[src/rtl/core/sfa_pkg.sv]
// Shared types, constants and fixed-point helpers for the series function approximator.
// Used by sfa_mul, sfa_div and series_function_approximator. No dependencies.
`default_nettype none

package sfa_pkg;

  localparam int MAX_TERMS_DEF      = 50;
  localparam int MAX_TRIG_TERMS_DEF = 10;

  localparam logic [3:0] OP_EXP  = 4'd0;
  localparam logic [3:0] OP_GEO1 = 4'd1;
  localparam logic [3:0] OP_GEO2 = 4'd2;
  localparam logic [3:0] OP_GEO3 = 4'd3;
  localparam logic [3:0] OP_LN1P = 4'd4;
  localparam logic [3:0] OP_LN1M = 4'd5;
  localparam logic [3:0] OP_PI   = 4'd6;
  localparam logic [3:0] OP_COS  = 4'd7;
  localparam logic [3:0] OP_SIN  = 4'd8;

  localparam logic [1:0] STATUS_OK  = 2'd0;
  localparam logic [1:0] STATUS_ERR = 2'd1;
  localparam logic [1:0] STATUS_SAT = 2'd2;

  // Argument limits in Q16.16.
  localparam logic signed [31:0] X_ONE     = 32'sd65536;
  localparam logic signed [31:0] X_DEG_LIM = 32'sd23592960;

  // Q31.32 constants.
  localparam logic signed [63:0] Q_ONE = 64'sh0000_0001_0000_0000;
  localparam logic signed [63:0] Q_MAX = 64'sh7FFF_FFFF_FFFF_FFFF;
  localparam logic signed [63:0] Q_MIN = 64'sh8000_0000_0000_0000;

  // Degrees to radians as 314/18000.
  localparam logic [63:0] RAD_MUL = 64'd314;
  localparam logic [14:0] RAD_DIV = 15'd18000;

  localparam int DIV_STEPS = 65;

  typedef enum logic [3:0] {
    ST_IDLE,
    ST_TRIG_MUL,
    ST_TRIG_DIV,
    ST_SQ,
    ST_CHECK,
    ST_POW,
    ST_TERM,
    ST_NEG,
    ST_ACC,
    ST_FIN,
    ST_OUT
  } state_t;

  typedef struct packed {
    logic [3:0]         operation;
    logic [5:0]         term_count;
    logic signed [31:0] x_value;
  } in_beat_t;

  typedef struct packed {
    logic signed [63:0] result_value;
    logic [1:0]         status;
  } out_beat_t;

  typedef struct packed {
    logic        start;
    logic [63:0] a;
    logic [63:0] b;
  } mul_req_t;

  typedef struct packed {
    logic         done;
    logic [127:0] prod;
  } mul_rsp_t;

  typedef struct packed {
    logic        start;
    logic [64:0] dividend;
    logic [14:0] divisor;
  } div_req_t;

  typedef struct packed {
    logic        done;
    logic [64:0] quotient;
  } div_rsp_t;

  typedef struct packed {
    logic signed [63:0] v;
    logic               sat;
  } fix_t;

  function automatic logic [63:0] mag64(input logic signed [63:0] v);
    return v[63] ? (64'd0 - 64'(v)) : 64'(v);
  endfunction

  // Signed value from sign and magnitude, clamped to the Q31.32 range.
  function automatic fix_t from_mag(input logic neg, input logic [64:0] m);
    fix_t f;
    f.sat = 1'b0;
    if (neg) begin
      if (m > 65'h0_8000_0000_0000_0000) begin
        f.sat = 1'b1;
        f.v   = Q_MIN;
      end else begin
        f.v = 64'd0 - m[63:0];
      end
    end else begin
      if (m > 65'h0_7FFF_FFFF_FFFF_FFFF) begin
        f.sat = 1'b1;
        f.v   = Q_MAX;
      end else begin
        f.v = m[63:0];
      end
    end
    return f;
  endfunction

  // Fixed-point product: round the 128-bit magnitude product to nearest at bit 32.
  function automatic fix_t mulq_fix(input logic [127:0] prod, input logic neg);
    logic [127:0] rnd;
    logic [64:0]  m;
    rnd = prod + 128'h8000_0000;
    m   = (rnd[127:96] != 32'd0) ? {1'b0, 64'hFFFF_FFFF_FFFF_FFFF} : {1'b0, rnd[95:32]};
    return from_mag(neg, m);
  endfunction

  // Product with an integer factor.
  function automatic fix_t muli_fix(input logic [127:0] prod, input logic neg);
    logic [64:0] m;
    m = (prod[127:64] != 64'd0) ? {1'b0, 64'hFFFF_FFFF_FFFF_FFFF} : {1'b0, prod[63:0]};
    return from_mag(neg, m);
  endfunction

  function automatic fix_t add_q(input logic signed [63:0] a, input logic signed [63:0] b);
    fix_t              f;
    logic signed [64:0] s;
    s     = {a[63], a} + {b[63], b};
    f.sat = 1'b0;
    if (s[64] != s[63]) begin
      f.sat = 1'b1;
      f.v   = s[64] ? Q_MIN : Q_MAX;
    end else begin
      f.v = s[63:0];
    end
    return f;
  endfunction

  function automatic fix_t neg_q(input logic signed [63:0] a);
    fix_t f;
    f.sat = (a == Q_MIN);
    f.v   = (a == Q_MIN) ? Q_MAX : (64'sd0 - a);
    return f;
  endfunction

  // Rounded division dividend: magnitude plus half the divisor.
  function automatic logic [64:0] div_dvd(input logic signed [63:0] src,
                                          input logic [14:0] k);
    return {1'b0, mag64(src)} + 65'(k >> 1);
  endfunction

  // First series index of each function.
  function automatic logic [5:0] start_index(input logic [3:0] op);
    logic [5:0] s;
    case (op)
      OP_GEO2, OP_LN1P, OP_LN1M: s = 6'd1;
      OP_GEO3:                   s = 6'd2;
      default:                   s = 6'd0;
    endcase
    return s;
  endfunction

endpackage

`default_nettype wire

[src/rtl/core/sfa_mul.sv]
// Shared multiplier: 64 by 64 bit unsigned product built from one 32 by 32 multiplier.
// Four passes, one partial product each. Depends on sfa_pkg.
`default_nettype none

module sfa_mul (
  input  wire logic              clk,
  input  wire logic              rst_n,
  input  wire sfa_pkg::mul_req_t req,
  output sfa_pkg::mul_rsp_t      rsp
);
  import sfa_pkg::*;

  logic         busy_r;
  logic         done_r;
  logic [1:0]   step_r;
  logic [63:0]  a_r;
  logic [63:0]  b_r;
  logic [127:0] acc_r;
  logic [31:0]  a_half;
  logic [31:0]  b_half;
  logic [63:0]  pp;
  logic [127:0] pp_sh;

  always_comb begin
    a_half = step_r[0] ? a_r[63:32] : a_r[31:0];
    b_half = step_r[1] ? b_r[63:32] : b_r[31:0];
    pp     = 64'(a_half) * 64'(b_half);
    case (step_r)
      2'd0:    pp_sh = {64'd0, pp};
      2'd3:    pp_sh = {pp, 64'd0};
      default: pp_sh = {32'd0, pp, 32'd0};
    endcase
  end

  always_ff @(posedge clk) begin
    if (!rst_n) begin
      busy_r <= 1'b0;
      done_r <= 1'b0;
      step_r <= 2'd0;
    end else begin
      done_r <= 1'b0;
      if (req.start) begin
        busy_r <= 1'b1;
        step_r <= 2'd0;
      end else if (busy_r) begin
        step_r <= step_r + 2'd1;
        if (step_r == 2'd3) begin
          busy_r <= 1'b0;
          done_r <= 1'b1;
        end
      end
    end
  end

  always_ff @(posedge clk) begin
    if (req.start) begin
      a_r   <= req.a;
      b_r   <= req.b;
      acc_r <= '0;
    end else if (busy_r) begin
      acc_r <= acc_r + pp_sh;
    end
  end

  assign rsp.done = done_r;
  assign rsp.prod = acc_r;

endmodule

`default_nettype wire

[config.mk]
export PLATFORM = sky130hd
export DESIGN_NAME = sfa_mul
export DESIGN_NICKNAME = d
export VERILOG_FILES = /design/src/rtl/core/sfa_pkg.sv /design/src/rtl/core/sfa_mul.sv
export SDC_FILE = /design/constraint.sdc
export NUM_CORES = 2
export LEC_CHECK = 0
export ABC_AREA = 0
export BUFFER_PORTS_ARGS = -buffer_cell sky130_fd_sc_hd__buf_4
export CELL_PAD_IN_SITES_DETAIL_PLACEMENT = 0
export CELL_PAD_IN_SITES_GLOBAL_PLACEMENT = 1
export CORE_ASPECT_RATIO = 1.5
export CORE_MARGIN = 2
export CORE_UTILIZATION = 54
export CTS_CLUSTER_SIZE = 10
export DETAILED_ROUTE_END_ITERATION = 8
export PLACE_DENSITY = 0.95
export SYNTH_ARGS = -nofsm -noshare
export SYNTH_HDL_FRONTEND = slang
export SYNTH_SLANG_ARGS = --single-unit
export TNS_END_PERCENT = 5
[constraint.sdc]
create_clock -name clk -period 26.3 [get_ports clk]
set_input_delay 2.63 -clock clk [delete_from_list [all_inputs] [get_ports clk]]
set_output_delay 2.63 -clock clk [all_outputs]
set_load 0.1 [all_outputs]
==> out/results.txt <==
Die width -> 255 um
Mean routed wirelength per cell -> 27.1 um
Boundary pin count -> 260
Hold/Removal Path Class -> flip-flop to flip-flop
# resized after CTS -> 0
YS warnings -> 0
WL final -> 195000 um
Critical Path Fanout Max -> 46
Layout cells sized above 1 -> 0.0873
Tmin final -> 15080 ps
Fin Clk Skew -> 37.5 ps
Crit path largest cell delay -> 1050 ps
Vias/cell -> 6.15
Commonest non-fill, non-tap cell in the layout -> inv_1
Root buffer cell -> clkbuf_16
RSZ-0062 raised after global routing -> no
Rows -> 137
CP max-delay cell -> mux2i_2
Worst EP required -> 26760 ps
Initial drt markers -> 4019
Ys async rst share -> 0
Post-layout util -> 0.592
Largest net degree at the start of global routing -> 82
Via Count -> 44227
Delay-heaviest family, CP -> compound AO/OA/AOI/OAI gates
Met2 wire len -> 89700 um
Clk sinks -> 260
Max-Cap Viols -> 0
ANT nets after route -> 0
Most frequent cells in the layout -> inv_1, fa_1, nor2_1
Max_slew headroom -> 0.0973
WL met3 -> 18700 um
Prevailing post-synth register cell -> dfxtp_1
Outcome -> complete, no violations
DIE HEIGHT -> 380 um
Synth unique cells -> 79
H-tree Lvls -> 2
Actual slew at the worst max-slew pin -> 1340 ps
Crit. End Element -> flip-flop
CP Class -> flip-flop to flip-flop
Syn Area/Cell -> 8.73 um^2
Post-Syn Area -> 50900 um^2
Clk pin slew, worst setup/hold paths -> 60 ps
Core area -> 93200 um^2
GR Util All Layers -> 0.410
First-pass GRT wire length -> 291000 um
Startpoint types -> flip-flop
DR top layer -> met5
Met1 Wirelength -> 64800 um
IO Port Bufs -> 259
Final Setup Violations -> 0
Final hold violations -> 0
Filler instances -> 8309
Final slew viol count -> 0
Max clock buf depth -> 3
Worst EP arrival -> 15540 ps
Initial Utilization -> 0.546
Cts hold-fix bufs -> 0
Clk Latency, worst-skew pair -> 600 ps
Final worst path period share -> 0.573
CTS Buf Count -> 35
HPWL after DPL -> 157000 um
Gate Count Post-Synth -> 5830
NumNets Final -> 7350
#FFs+latches synth -> 260
Initial antenna violation count -> 3
CTS tree -> built
Syn-to-layout area delta -> 8.48%
Remaining global-route overflow -> 0
Post-synth EDFFs -> 128
Die area -> 96800 um^2
CP most frequent cell -> fa_1
DRC -> 0
Setup TNS -> 0 ps
Max Freq -> 66.3 MHz
Buffers & Inverters on Critical Path -> 3
Post-CTS Setup Bufs -> 0
Pre-Repair DR Iteration Count -> 6
Vias in the first global route -> 46702
GP Congestion -> 1.02
Sequential fraction of the synthesis area -> 0.127
Post-synth net total -> 7257
==> Yosys cell counts (6+ instances only) <==
cell	count	area (um^2)
fa_1	897	18000
a21boi_0	13	97.6
mux2_2	55	619
a21oi_1	266	1330
o31a_1	7	61.3
inv_1	903	3390
buf_1	20	75.1
xnor2_1	107	937
nand3_1	29	145
a211oi_1	20	150
mux2_1	9	101
o21ai_0	178	891
or3_1	11	68.8
o21bai_1	59	443
mux2i_1	129	1290
nand2_1	657	2470
and2_1	70	438
edfxtp_1	128	3840
and4_1	6	52.6
a21o_1	146	1100
nand4_1	75	469
clkbuf_1	259	972
o211ai_1	9	67.6
and3_1	25	156
nor4_1	8	50.1
a22o_1	54	473
o31ai_1	14	105
nor3_1	40	200
a221oi_1	9	78.8
nand2b_1	20	125
buf_4	6	45.0
ha_1	399	4990
o21ai_1	7	35.0
a31oi_1	27	169
nor2_1	827	3100
dfxtp_1	132	2640
or2_2	13	81.3
a221o_1	9	90.1
xor2_1	71	622
o21a_1	19	143
nor2b_1	16	100
==> cell type report <==
cell class	count	area, um^2	area share
Antenna cell	2	5.00	0.0000906
Clock buffer	48	955	0.0173
Timing Repair Buffer	342	2570	0.0466
Tap cell	1251	1570	0.0283
Sequential cell	260	6500	0.118
Multi-Input combinational cell	4379	40200	0.728
Inverter	905	3400	0.0615
Clock inverter	8	48.8	0.000884
==> kinds of logic after synthesis <==
kind of cell | Yosys count | share of synthesized area
buffers and inverters | 1191 | 0.0883
muxes | 193 | 0.0395
and+or+nand+nor | 1817 | 0.150
DFF | 260 | 0.127
adders and majority gates | 1296 | 0.451
xor gates and xnor gates | 178 | 0.0306
AOI/OAI and AO/OA | 895 | 0.113
==> metrics by stage <==
step / instances / setup slack [ps] / hold WS (ps) / instance area [um^2]
global route: 7193 / 11080 / 506 / 55200
detailed placement: 7137 / 11500 / 473 / 54200
CTS: 7193 / 11440 / 485 / 55200
finish: 7195 / 11230 / 483 / 55200
floorplan: 5830 / 14720 / 658 / 50900
global placement: 7137 / 11560 / 470 / 54200
==> registers in the layout, summed over array words and instances (netlist names) <==
signal  count
acc_r     128
a_r        64
b_r        64
step_r      2
busy_r      1
done_r      1
==> tightest hold or removal path: cells and delay by family (launching register included) <==
kind	cells	cell delay (ps)
flops	1	330
simple gates	1	60
compound gates	1	50
==> layer usage <==
metal / vias to the layer above / track usage
met5: - / 0
met4: 2 / 0.348
met3: 874 / 0.0853
met2: 2595 / 0.660
met1: 21938 / 0.464
li1: 18818 / -
==> path summary, 6_finish.rpt <==
path	from	end	slack [ps]	cells past startpoint
max	step_r[1]	acc_r[121]	11230	38
min	acc_r[88]	acc_r[88]	480	2
max reg2reg	step_r[1]	acc_r[121]	11230	38
min reg2reg	acc_r[88]	acc_r[88]	480	2
Power is left out: the tool's default activity adds up to more than one toggle a clock period on the data nets, which glitch-free logic cannot reach.
