[config.mk]
export PLATFORM = sky130hd
export DESIGN_NAME = sfa_div
export DESIGN_NICKNAME = d
export VERILOG_FILES = /design/src/rtl/core/sfa_pkg.sv /design/src/rtl/core/sfa_div.sv
export SDC_FILE = /design/constraint.sdc
export NUM_CORES = 1
export LEC_CHECK = 0
export ABC_AREA = 1
export BUFFER_PORTS_ARGS = -buffer_cell sky130_fd_sc_hd__buf_2
export CORE_UTILIZATION = 53
export DETAILED_ROUTE_END_ITERATION = 8
export PLACE_DENSITY_LB_ADDON = 0.12
export SETUP_SLACK_MARGIN = 0.1
export SYNTH_ARGS = -nofsm -noshare
export SYNTH_HDL_FRONTEND = slang
export SYNTH_SLANG_ARGS = --single-unit
[constraint.sdc]
create_clock -name clk -period 2.8 [get_ports clk]
set_clock_uncertainty 0.1 [all_clocks]
set_input_delay 0 -clock clk [delete_from_list [all_inputs] [get_ports clk]]
set_output_delay 0 -clock clk [all_outputs]
set_load 0.005 [all_outputs]
[src/rtl/core/sfa_pkg.sv]
// Shared types, constants and fixed-point helpers for the series function approximator.
// Used by sfa_mul, sfa_div and series_function_approximator. No dependencies.
`default_nettype none

package sfa_pkg;

  localparam int MAX_TERMS_DEF      = 50;
  localparam int MAX_TRIG_TERMS_DEF = 10;

  localparam logic [3:0] OP_EXP  = 4'd0;
  localparam logic [3:0] OP_GEO1 = 4'd1;
  localparam logic [3:0] OP_GEO2 = 4'd2;
  localparam logic [3:0] OP_GEO3 = 4'd3;
  localparam logic [3:0] OP_LN1P = 4'd4;
  localparam logic [3:0] OP_LN1M = 4'd5;
  localparam logic [3:0] OP_PI   = 4'd6;
  localparam logic [3:0] OP_COS  = 4'd7;
  localparam logic [3:0] OP_SIN  = 4'd8;

  localparam logic [1:0] STATUS_OK  = 2'd0;
  localparam logic [1:0] STATUS_ERR = 2'd1;
  localparam logic [1:0] STATUS_SAT = 2'd2;

  // Argument limits in Q16.16.
  localparam logic signed [31:0] X_ONE     = 32'sd65536;
  localparam logic signed [31:0] X_DEG_LIM = 32'sd23592960;

  // Q31.32 constants.
  localparam logic signed [63:0] Q_ONE = 64'sh0000_0001_0000_0000;
  localparam logic signed [63:0] Q_MAX = 64'sh7FFF_FFFF_FFFF_FFFF;
  localparam logic signed [63:0] Q_MIN = 64'sh8000_0000_0000_0000;

  // Degrees to radians as 314/18000.
  localparam logic [63:0] RAD_MUL = 64'd314;
  localparam logic [14:0] RAD_DIV = 15'd18000;

  localparam int DIV_STEPS = 65;

  typedef enum logic [3:0] {
    ST_IDLE,
    ST_TRIG_MUL,
    ST_TRIG_DIV,
    ST_SQ,
    ST_CHECK,
    ST_POW,
    ST_TERM,
    ST_NEG,
    ST_ACC,
    ST_FIN,
    ST_OUT
  } state_t;

  typedef struct packed {
    logic [3:0]         operation;
    logic [5:0]         term_count;
    logic signed [31:0] x_value;
  } in_beat_t;

  typedef struct packed {
    logic signed [63:0] result_value;
    logic [1:0]         status;
  } out_beat_t;

  typedef struct packed {
    logic        start;
    logic [63:0] a;
    logic [63:0] b;
  } mul_req_t;

  typedef struct packed {
    logic         done;
    logic [127:0] prod;
  } mul_rsp_t;

  typedef struct packed {
    logic        start;
    logic [64:0] dividend;
    logic [14:0] divisor;
  } div_req_t;

  typedef struct packed {
    logic        done;
    logic [64:0] quotient;
  } div_rsp_t;

  typedef struct packed {
    logic signed [63:0] v;
    logic               sat;
  } fix_t;

  function automatic logic [63:0] mag64(input logic signed [63:0] v);
    return v[63] ? (64'd0 - 64'(v)) : 64'(v);
  endfunction

  // Signed value from sign and magnitude, clamped to the Q31.32 range.
  function automatic fix_t from_mag(input logic neg, input logic [64:0] m);
    fix_t f;
    f.sat = 1'b0;
    if (neg) begin
      if (m > 65'h0_8000_0000_0000_0000) begin
        f.sat = 1'b1;
        f.v   = Q_MIN;
      end else begin
        f.v = 64'd0 - m[63:0];
      end
    end else begin
      if (m > 65'h0_7FFF_FFFF_FFFF_FFFF) begin
        f.sat = 1'b1;
        f.v   = Q_MAX;
      end else begin
        f.v = m[63:0];
      end
    end
    return f;
  endfunction

  // Fixed-point product: round the 128-bit magnitude product to nearest at bit 32.
  function automatic fix_t mulq_fix(input logic [127:0] prod, input logic neg);
    logic [127:0] rnd;
    logic [64:0]  m;
    rnd = prod + 128'h8000_0000;
    m   = (rnd[127:96] != 32'd0) ? {1'b0, 64'hFFFF_FFFF_FFFF_FFFF} : {1'b0, rnd[95:32]};
    return from_mag(neg, m);
  endfunction

  // Product with an integer factor.
  function automatic fix_t muli_fix(input logic [127:0] prod, input logic neg);
    logic [64:0] m;
    m = (prod[127:64] != 64'd0) ? {1'b0, 64'hFFFF_FFFF_FFFF_FFFF} : {1'b0, prod[63:0]};
    return from_mag(neg, m);
  endfunction

  function automatic fix_t add_q(input logic signed [63:0] a, input logic signed [63:0] b);
    fix_t              f;
    logic signed [64:0] s;
    s     = {a[63], a} + {b[63], b};
    f.sat = 1'b0;
    if (s[64] != s[63]) begin
      f.sat = 1'b1;
      f.v   = s[64] ? Q_MIN : Q_MAX;
    end else begin
      f.v = s[63:0];
    end
    return f;
  endfunction

  function automatic fix_t neg_q(input logic signed [63:0] a);
    fix_t f;
    f.sat = (a == Q_MIN);
    f.v   = (a == Q_MIN) ? Q_MAX : (64'sd0 - a);
    return f;
  endfunction

  // Rounded division dividend: magnitude plus half the divisor.
  function automatic logic [64:0] div_dvd(input logic signed [63:0] src,
                                          input logic [14:0] k);
    return {1'b0, mag64(src)} + 65'(k >> 1);
  endfunction

  // First series index of each function.
  function automatic logic [5:0] start_index(input logic [3:0] op);
    logic [5:0] s;
    case (op)
      OP_GEO2, OP_LN1P, OP_LN1M: s = 6'd1;
      OP_GEO3:                   s = 6'd2;
      default:                   s = 6'd0;
    endcase
    return s;
  endfunction

endpackage

`default_nettype wire

[src/rtl/core/sfa_div.sv]
// Shared divider: restoring division of a 65-bit dividend by a 15-bit divisor.
// One quotient bit per cycle. Depends on sfa_pkg.
`default_nettype none

module sfa_div (
  input  wire logic              clk,
  input  wire logic              rst_n,
  input  wire sfa_pkg::div_req_t req,
  output sfa_pkg::div_rsp_t      rsp
);
  import sfa_pkg::*;

  logic        busy_r;
  logic        done_r;
  logic [6:0]  cnt_r;
  logic [64:0] sh_r;
  logic [14:0] rem_r;
  logic [14:0] dvs_r;
  logic [15:0] trial;
  logic [15:0] diff;
  logic        ge;

  always_comb begin
    trial = {rem_r, sh_r[64]};
    diff  = trial - {1'b0, dvs_r};
    ge    = (trial >= {1'b0, dvs_r});
  end

  always_ff @(posedge clk) begin
    if (!rst_n) begin
      busy_r <= 1'b0;
      done_r <= 1'b0;
      cnt_r  <= 7'd0;
    end else begin
      done_r <= 1'b0;
      if (req.start) begin
        busy_r <= 1'b1;
        cnt_r  <= 7'd0;
      end else if (busy_r) begin
        cnt_r <= cnt_r + 7'd1;
        if (cnt_r == 7'(DIV_STEPS - 1)) begin
          busy_r <= 1'b0;
          done_r <= 1'b1;
        end
      end
    end
  end

  // The dividend shifts out at the top while quotient bits shift in at the bottom.
  always_ff @(posedge clk) begin
    if (req.start) begin
      sh_r  <= req.dividend;
      dvs_r <= req.divisor;
      rem_r <= '0;
    end else if (busy_r) begin
      sh_r  <= {sh_r[63:0], ge};
      rem_r <= ge ? diff[14:0] : trial[14:0];
    end
  end

  assign rsp.done     = done_r;
  assign rsp.quotient = sh_r;

endmodule

`default_nettype wire

==> impl_metrics.json, run 1 <==
{
  "drtIter0Drc": 219,
  "htreeDepth": 3,
  "io_buffers": 148,
  "syn_area_per_cell_sq_um": 8.20,
  "p_sw_mw": 0.878,
  "p_sw_share_pct": 25.5,
  "power-per-cell-area_nw_per_um2": 476,
  "clkTransAtPathRegs_ns": 0.10,
  "max-vdd-ir-drop_mv": 0.324,
  "fin_crit_ns": 2.38,
  "grt_pass1_vias": 4982,
  "layout_setup_ws_ns": 0.418,
  "diodes": 0,
  "synthMuxAreaShare_pct": 0,
  "maxCapViolations": 0,
  "cellLeakagePower_nw": 3.72,
  "place_hpwl_mm": 8.98,
  "critPathLaunchType": "register",
  "via_per_inst": 4.91,
  "fp.dieW_microns": 103,
  "yosysWarnings": 0,
  "cts_resized": 0,
  "ys_seq_area_share_pct": 53.7,
  "worst_slew_pin_slew_ns": 0.898,
  "routed_wirelength_mm": 14.3,
  "die_area_sq_um": 10500,
  "grt_max_degree": 71,
  "drt_pass1_iterations": 5,
  "ys_types": 32,
  "std_cell_rows": 36,
  "critPathMaxStageDelay_ns": 0.41,
  "slew_viol_final": 0,
  "postLayoutCoreUtil_pct": 74.1,
  "cts_root_buffer": "clkbuf_8",
  "end_kind": "register",
  "place_ws_ns": 0.443,
  "start_util_pct": 54.9,
  "synth_common_cells": "nand2_1 (317), edfxtp_1 (80), inv_1 (80)",
  "path_class": "register to register",
  "grt_pass1_wl_mm": 22.7,
  "hold_viol_final": 0,
  "layout-drive-gt1-share_pct": 20.4,
  "synth_fp_nets": 755,
  "syn_area_sq_um": 5370,
  "cts_max_path_buffers": 2,
  "yosysTopAreaCellShare_pct": 44.8,
  "synth_edf_count": 80,
  "synth_compound_area_share_pct": 2.01,
  "hp-class": "input pin to register",
  "p_clk_share_pct": 29.1,
  "maxClockFrequency_mhz": 420,
  "synthAdderAreaFrac_pct": 4.34,
  "cp.required_ns": 2.95,
  "num_vias": 4998,
  "clkLatencyLatePin_ns": 0.38,
  "yosysTopAreaCell": "edfxtp_1",
  "wire_per_inst_microns": 14.1,
  "numCtsBuffers": 9,
  "multiInputGateArea_sq_um": 2080,
  "ys_ff_latch": 104,
  "yosysMostFrequentCell": "nand2_1",
  "finalSetupViolCount": 0,
  "drc": 0,
  "place_area_sq_um": 6220,
  "gr-total-overflow": 0,
  "num-fill-cells": 719,
  "rsz0062_at_grt": "no",
  "slew_headroom_pct": 39.9,
  "grt_usage_pct": 28.5,
  "fin_total_pwr_mw": 3.45,
  "critPathSlowestCell": "fa_1",
  "crit_fanout": 17,
  "crit_arrival_ns": 2.53,
  "ios": 149,
  "p_int_mw": 2.57,
  "p_comb_share_pct": 16.5,
  "cts.sinks": 104,
  "synth_xor_area_share_pct": 0.979,
  "crit_chain": "inv_1 -> ha_1 -> fa_1 -> inv_1 -> nand2_1 -> nand2_1 -> nand3_1 -> nand3_1 -> nand2_4 -> nand2_4 -> nand2_1 -> nand3_1 -> o21ai_0",
  "regArea_sq_um": 2880,
  "grt_antenna_before_repair": 0,
  "ys_top_cells_by_area": "edfxtp_1 (45%), nand2_1 (22%), dfxtp_1 (9.0%)",
  "dieHeight_microns": 103,
  "nets": 980,
  "drtAntennaViolNets": 0,
  "core_sq_um": 9770,
  "synth_top_family_by_area": "simple AND/OR/NAND/NOR gates",
  "gp_congestion": 0.910,
  "worst_r2r_startpoint": "sh_r[64]",
  "post-route-period-util_pct": 85.1,
  "yosys.area_share.simple_pct": 31.4,
  "cts_tree": "done",
  "syn_to_final_growth_pct": 35.0,
  "fin_area_sq_um": 7240,
  "crit_start": "sh_r[64]",
  "min_from": "req[80]",
  "p_seq_share_pct": 54.4,
  "synthArstFlopShare_pct": 0,
  "setup-tns-final_ns": 0,
  "outcome": "complete, no violations",
  "synth_ff_type": "edfxtp_1",
  "syn_inst": 654
}
power by group through the flow:
stage               sequential [mW]  combinational [mW]  clock, mW
floorplan                      1.91               0.227          0
detailed placement             1.90               0.466          0
finish                         1.88               0.571       1.00
global route                   1.89               0.629       1.07
global placement               1.90               0.458          0
CTS                            1.87               0.554       1.02
layout make-up:
| cell class | instances | area share [%] |
|---|---|---|
| Sequential cell | 104 | 39.8 |
| Multi-Input combinational cell | 450 | 28.7 |
| Timing Repair Buffer | 234 | 22.1 |
| Inverter | 80 | 4.15 |
| Clock buffer | 14 | 2.40 |
| Tap cell | 133 | 2.30 |
| Clock inverter | 2 | 0.518 |
timing repair:
action / CTS / global route
hold buffers: 81 / 0
endpoints found under the hold margin: 89 / 0
buffers inserted: 0 / 0
sequential cells by signal (all words and copies together) (netlist names):
register and flops:
rem_r 15, dvs_r 15, busy_r 1, cnt_r 7, done_r 1, sh_r 65
path summary, 6_finish.rpt:
| kind | to | depth (start not counted) | slack (ns) |
|---|---|---|---|
| worst min-delay path | rem_r[13] | 4 | 0.03 |
| worst max register to register | rem_r[0] | 13 | 0.42 |
| worst min register to register | rem_r[5] | 2 | 0.38 |
| worst max-delay path | rem_r[0] | 13 | 0.42 |
worst max-delay path, delay by kind of cell, from the launching register on:
| family | cells | cell delay, ns |
|---|---|---|
| compound gates | 1 | 0.08 |
| fa+ha+maj | 2 | 0.63 |
| buf+inv | 2 | 0.18 |
| flops | 1 | 0.37 |
| simple gates | 8 | 0.88 |
logic make-up (layout without fill, tap and decap cells):
kind of cell | count (synthesis) | count (layout)
flops | 104 | 104
fa+ha+maj | 18 | 18
xor+xnor | 6 | 6
compound gates | 18 | 18
simple gates | 408 | 408
buf+inv | 100 | 330
metrics by stage:
stage	instances	hold slack (ns)
6_report	1017	0.0283
5_1_grt	1017	0.0386
4_1_cts	1017	0.00945
3_5_place_dp	920	0.0781
3_3_place_gp	920	0.0774
2_1_floorplan	654	-0.00113
per-layer routing:
layer	vias up	GRT usage (%)	share of wire (%)
met1	2246	34.6	40
li1	2511	-	-
met2	207	48.4	49
met3	34	8.00	7.9
met5	-	0	0
met4	0	10.7	2.8
cells in the final DEF (no fill, tap or decap), types with 2 or more instances in the layout:
cell	n
a211oi_1	2
a21oi_1	7
buf_2	148
buf_4	4
clkbuf_1	3
clkbuf_8	10
dfxtp_1	24
dlygate4sd3_1	81
edfxtp_1	80
ha_1	17
inv_1	78
inv_2	2
nand2_1	317
nand2_2	2
nand2_4	2
nand3_1	41
nand3_2	4
nand3b_1	5
nand4_1	4
nor2_1	24
nor3_1	4
o21ai_0	7
xnor2_1	3
xor2_1	3
Power figures use the tool's default switching activity.
==> run 2: changes to the inputs <==
--- a/config.mk
+++ b/config.mk
@@ -7,7 +7,7 @@
 export LEC_CHECK = 0
 export ABC_AREA = 1
-export BUFFER_PORTS_ARGS = -buffer_cell sky130_fd_sc_hd__buf_2
-export CORE_UTILIZATION = 53
+export CORE_UTILIZATION = 64
 export DETAILED_ROUTE_END_ITERATION = 8
+export DONT_BUFFER_PORTS = 1
 export PLACE_DENSITY_LB_ADDON = 0.12
 export SETUP_SLACK_MARGIN = 0.1
==> constraint.sdc (replaced) <==
create_clock -name clk -period 2.8 [get_ports clk]
set_clock_uncertainty 0.1 [all_clocks]
set_input_delay 0.56 -clock clk [delete_from_list [all_inputs] [get_ports clk]]
set_output_delay 0.56 -clock clk [all_outputs]
set_load 0.005 [all_outputs]
==> impl_metrics.json, run 2 (same netlist as run 1, synthesis figures left out) <==
{
  "outcome": "complete, no violations",
  "gr-total-overflow": 0,
  "clkLatencyLatePin_ns": 0.36,
  "critPathLaunchType": "register",
  "crit_fanout": 17,
  "cts_resized": 0,
  "fin_crit_ns": 2.43,
  "routed_wirelength_mm": 11.0,
  "hold_viol_final": 0,
  "layout_setup_ws_ns": 0.375,
  "path_class": "register to register",
  "cts_root_buffer": "clkbuf_8",
  "finalSetupViolCount": 0,
  "ios": 149,
  "drc": 0,
  "nets": 750,
  "slew_headroom_pct": 52.8,
  "hp-class": "input pin to register",
  "crit_arrival_ns": 2.58,
  "syn_to_final_growth_pct": 4.92,
  "grt_pass1_vias": 3869,
  "wire_per_inst_microns": 14.5,
  "cts_max_path_buffers": 2,
  "largest_reg_flops": 65,
  "crit_chain": "inv_1 -> ha_1 -> fa_1 -> inv_1 -> nand2_1 -> nand2_1 -> nand3_1 -> nand3_1 -> nand2_4 -> nand2_4 -> nand2_1 -> nand3_1 -> o21ai_0",
  "cts.sinks": 104,
  "dp.cells": 743,
  "cts_tree": "done",
  "rsz0062_at_grt": "no",
  "slew_viol_final": 0,
  "place_ws_ns": 0.383,
  "post-route-period-util_pct": 86.6,
  "num_vias": 4038,
  "via_per_inst": 5.32,
  "critPathMaxStageDelay_ns": 0.40,
  "postCtsSetupBuffers": 0,
  "clkTransAtPathRegs_ns": 0.11,
  "drtIter0Drc": 184,
  "cellLeakagePower_nw": 2.77,
  "fp.dieW_microns": 93.6,
  "max-vdd-ir-drop_mv": 0.388,
  "final_cell_mix": "nand2_1 (317), edfxtp_1 (80), inv_1 (78)",
  "end_kind": "register",
  "maxClockFrequency_mhz": 412,
  "setup-tns-final_ns": 0,
  "power-per-cell-area_nw_per_um2": 545,
  "grt_pass1_wl_mm": 17.7,
  "gp_congestion": 0.906,
  "diodes": 0,
  "stdcell_count": 759,
  "grt_max_degree": 84,
  "cp.required_ns": 2.95,
  "ctsHoldBuffers": 0,
  "std_cell_rows": 33,
  "layout-drive-gt1-share_pct": 5.05,
  "place_hpwl_mm": 7.85,
  "crit_family": "simple AND/OR/NAND/NOR gates",
  "critPathSlowestCell": "edfxtp_1",
  "core_sq_um": 8180,
  "die_area_sq_um": 8750,
  "start_util_pct": 65.6,
  "worst_slew_pin_slew_ns": 0.706,
  "numCtsBuffers": 9,
  "reg.largest.list": "sh_r x65, dvs_r x15, rem_r x15",
  "cp_num_buf_inv": 2,
  "dieHeight_microns": 93.6,
  "postLayoutCoreUtil_pct": 68.9,
  "grt_antenna_before_repair": 0,
  "fin_total_pwr_mw": 3.07,
  "drt_pass1_iterations": 4,
  "htreeDepth": 3,
  "maxCapViolations": 0,
  "final_common_cell": "nand2_1",
  "regMostFlops": "sh_r",
  "drtAntennaViolNets": 0,
  "grt_usage_pct": 26.3,
  "io_buffers": 0
}
[run 2: per-stage QoR]
step	hold slack, ns	instance area (sq um)
after floorplan	0.344	5370
after CTS	0.173	5630
after detailed placement	0.356	5450
final	0.188	5630
after global placement	0.356	5450
after global routing	0.160	5630
[run 2: worst paths after layout]
check,to,start,slack (ns),cells after the start
hold / removal,dvs_r[3],req[3],0.19,0
hold reg to reg,rem_r[8],rem_r[8],0.37,2
setup reg to reg,rem_r[2],sh_r[64],0.37,13
setup / recovery,rem_r[2],sh_r[64],0.37,13
[run 2: layout make-up]
type                    instances  area, sq um
clock buffers                  10          128
clock inverters                 6         52.6
fillers                       667         2550
inverters                      80          300
multi-input cells             450         2080
flip-flops and latches        104         2880
well taps                     105          131
repair buffers                  4         55.1
[run 2: where the power goes]
group	total [mW]	switching, mW	internal [mW]
Clock	0.887	0.550	0.337
Sequential	1.91	0.0936	1.81
Combinational	0.275	0.179	0.0954
Total	3.07	0.823	2.25
[run 2: routing by layer]
| metal | track usage, % | share of wire [%] | vias to the layer above |
|---|---|---|---|
| li1 | - | - | 2052 |
| met3 | 8.29 | 7.3 | 21 |
| met4 | 9.23 | 1.7 | 0 |
| met5 | 0 | 0 | - |
| met1 | 33.5 | 43 | 1821 |
| met2 | 42.2 | 48 | 144 |
[run 2: worst register-to-register path, cell delays in order (launching register included)]
cell and delay (ns):
edfxtp_1 0.40, inv_1 0.07, ha_1 0.22, fa_1 0.40
inv_1 0.11, nand2_1 0.06, nand2_1 0.08, nand3_1 0.08
nand3_1 0.14, nand2_4 0.16, nand2_4 0.24, nand2_1 0.08
nand3_1 0.08, o21ai_0 0.08
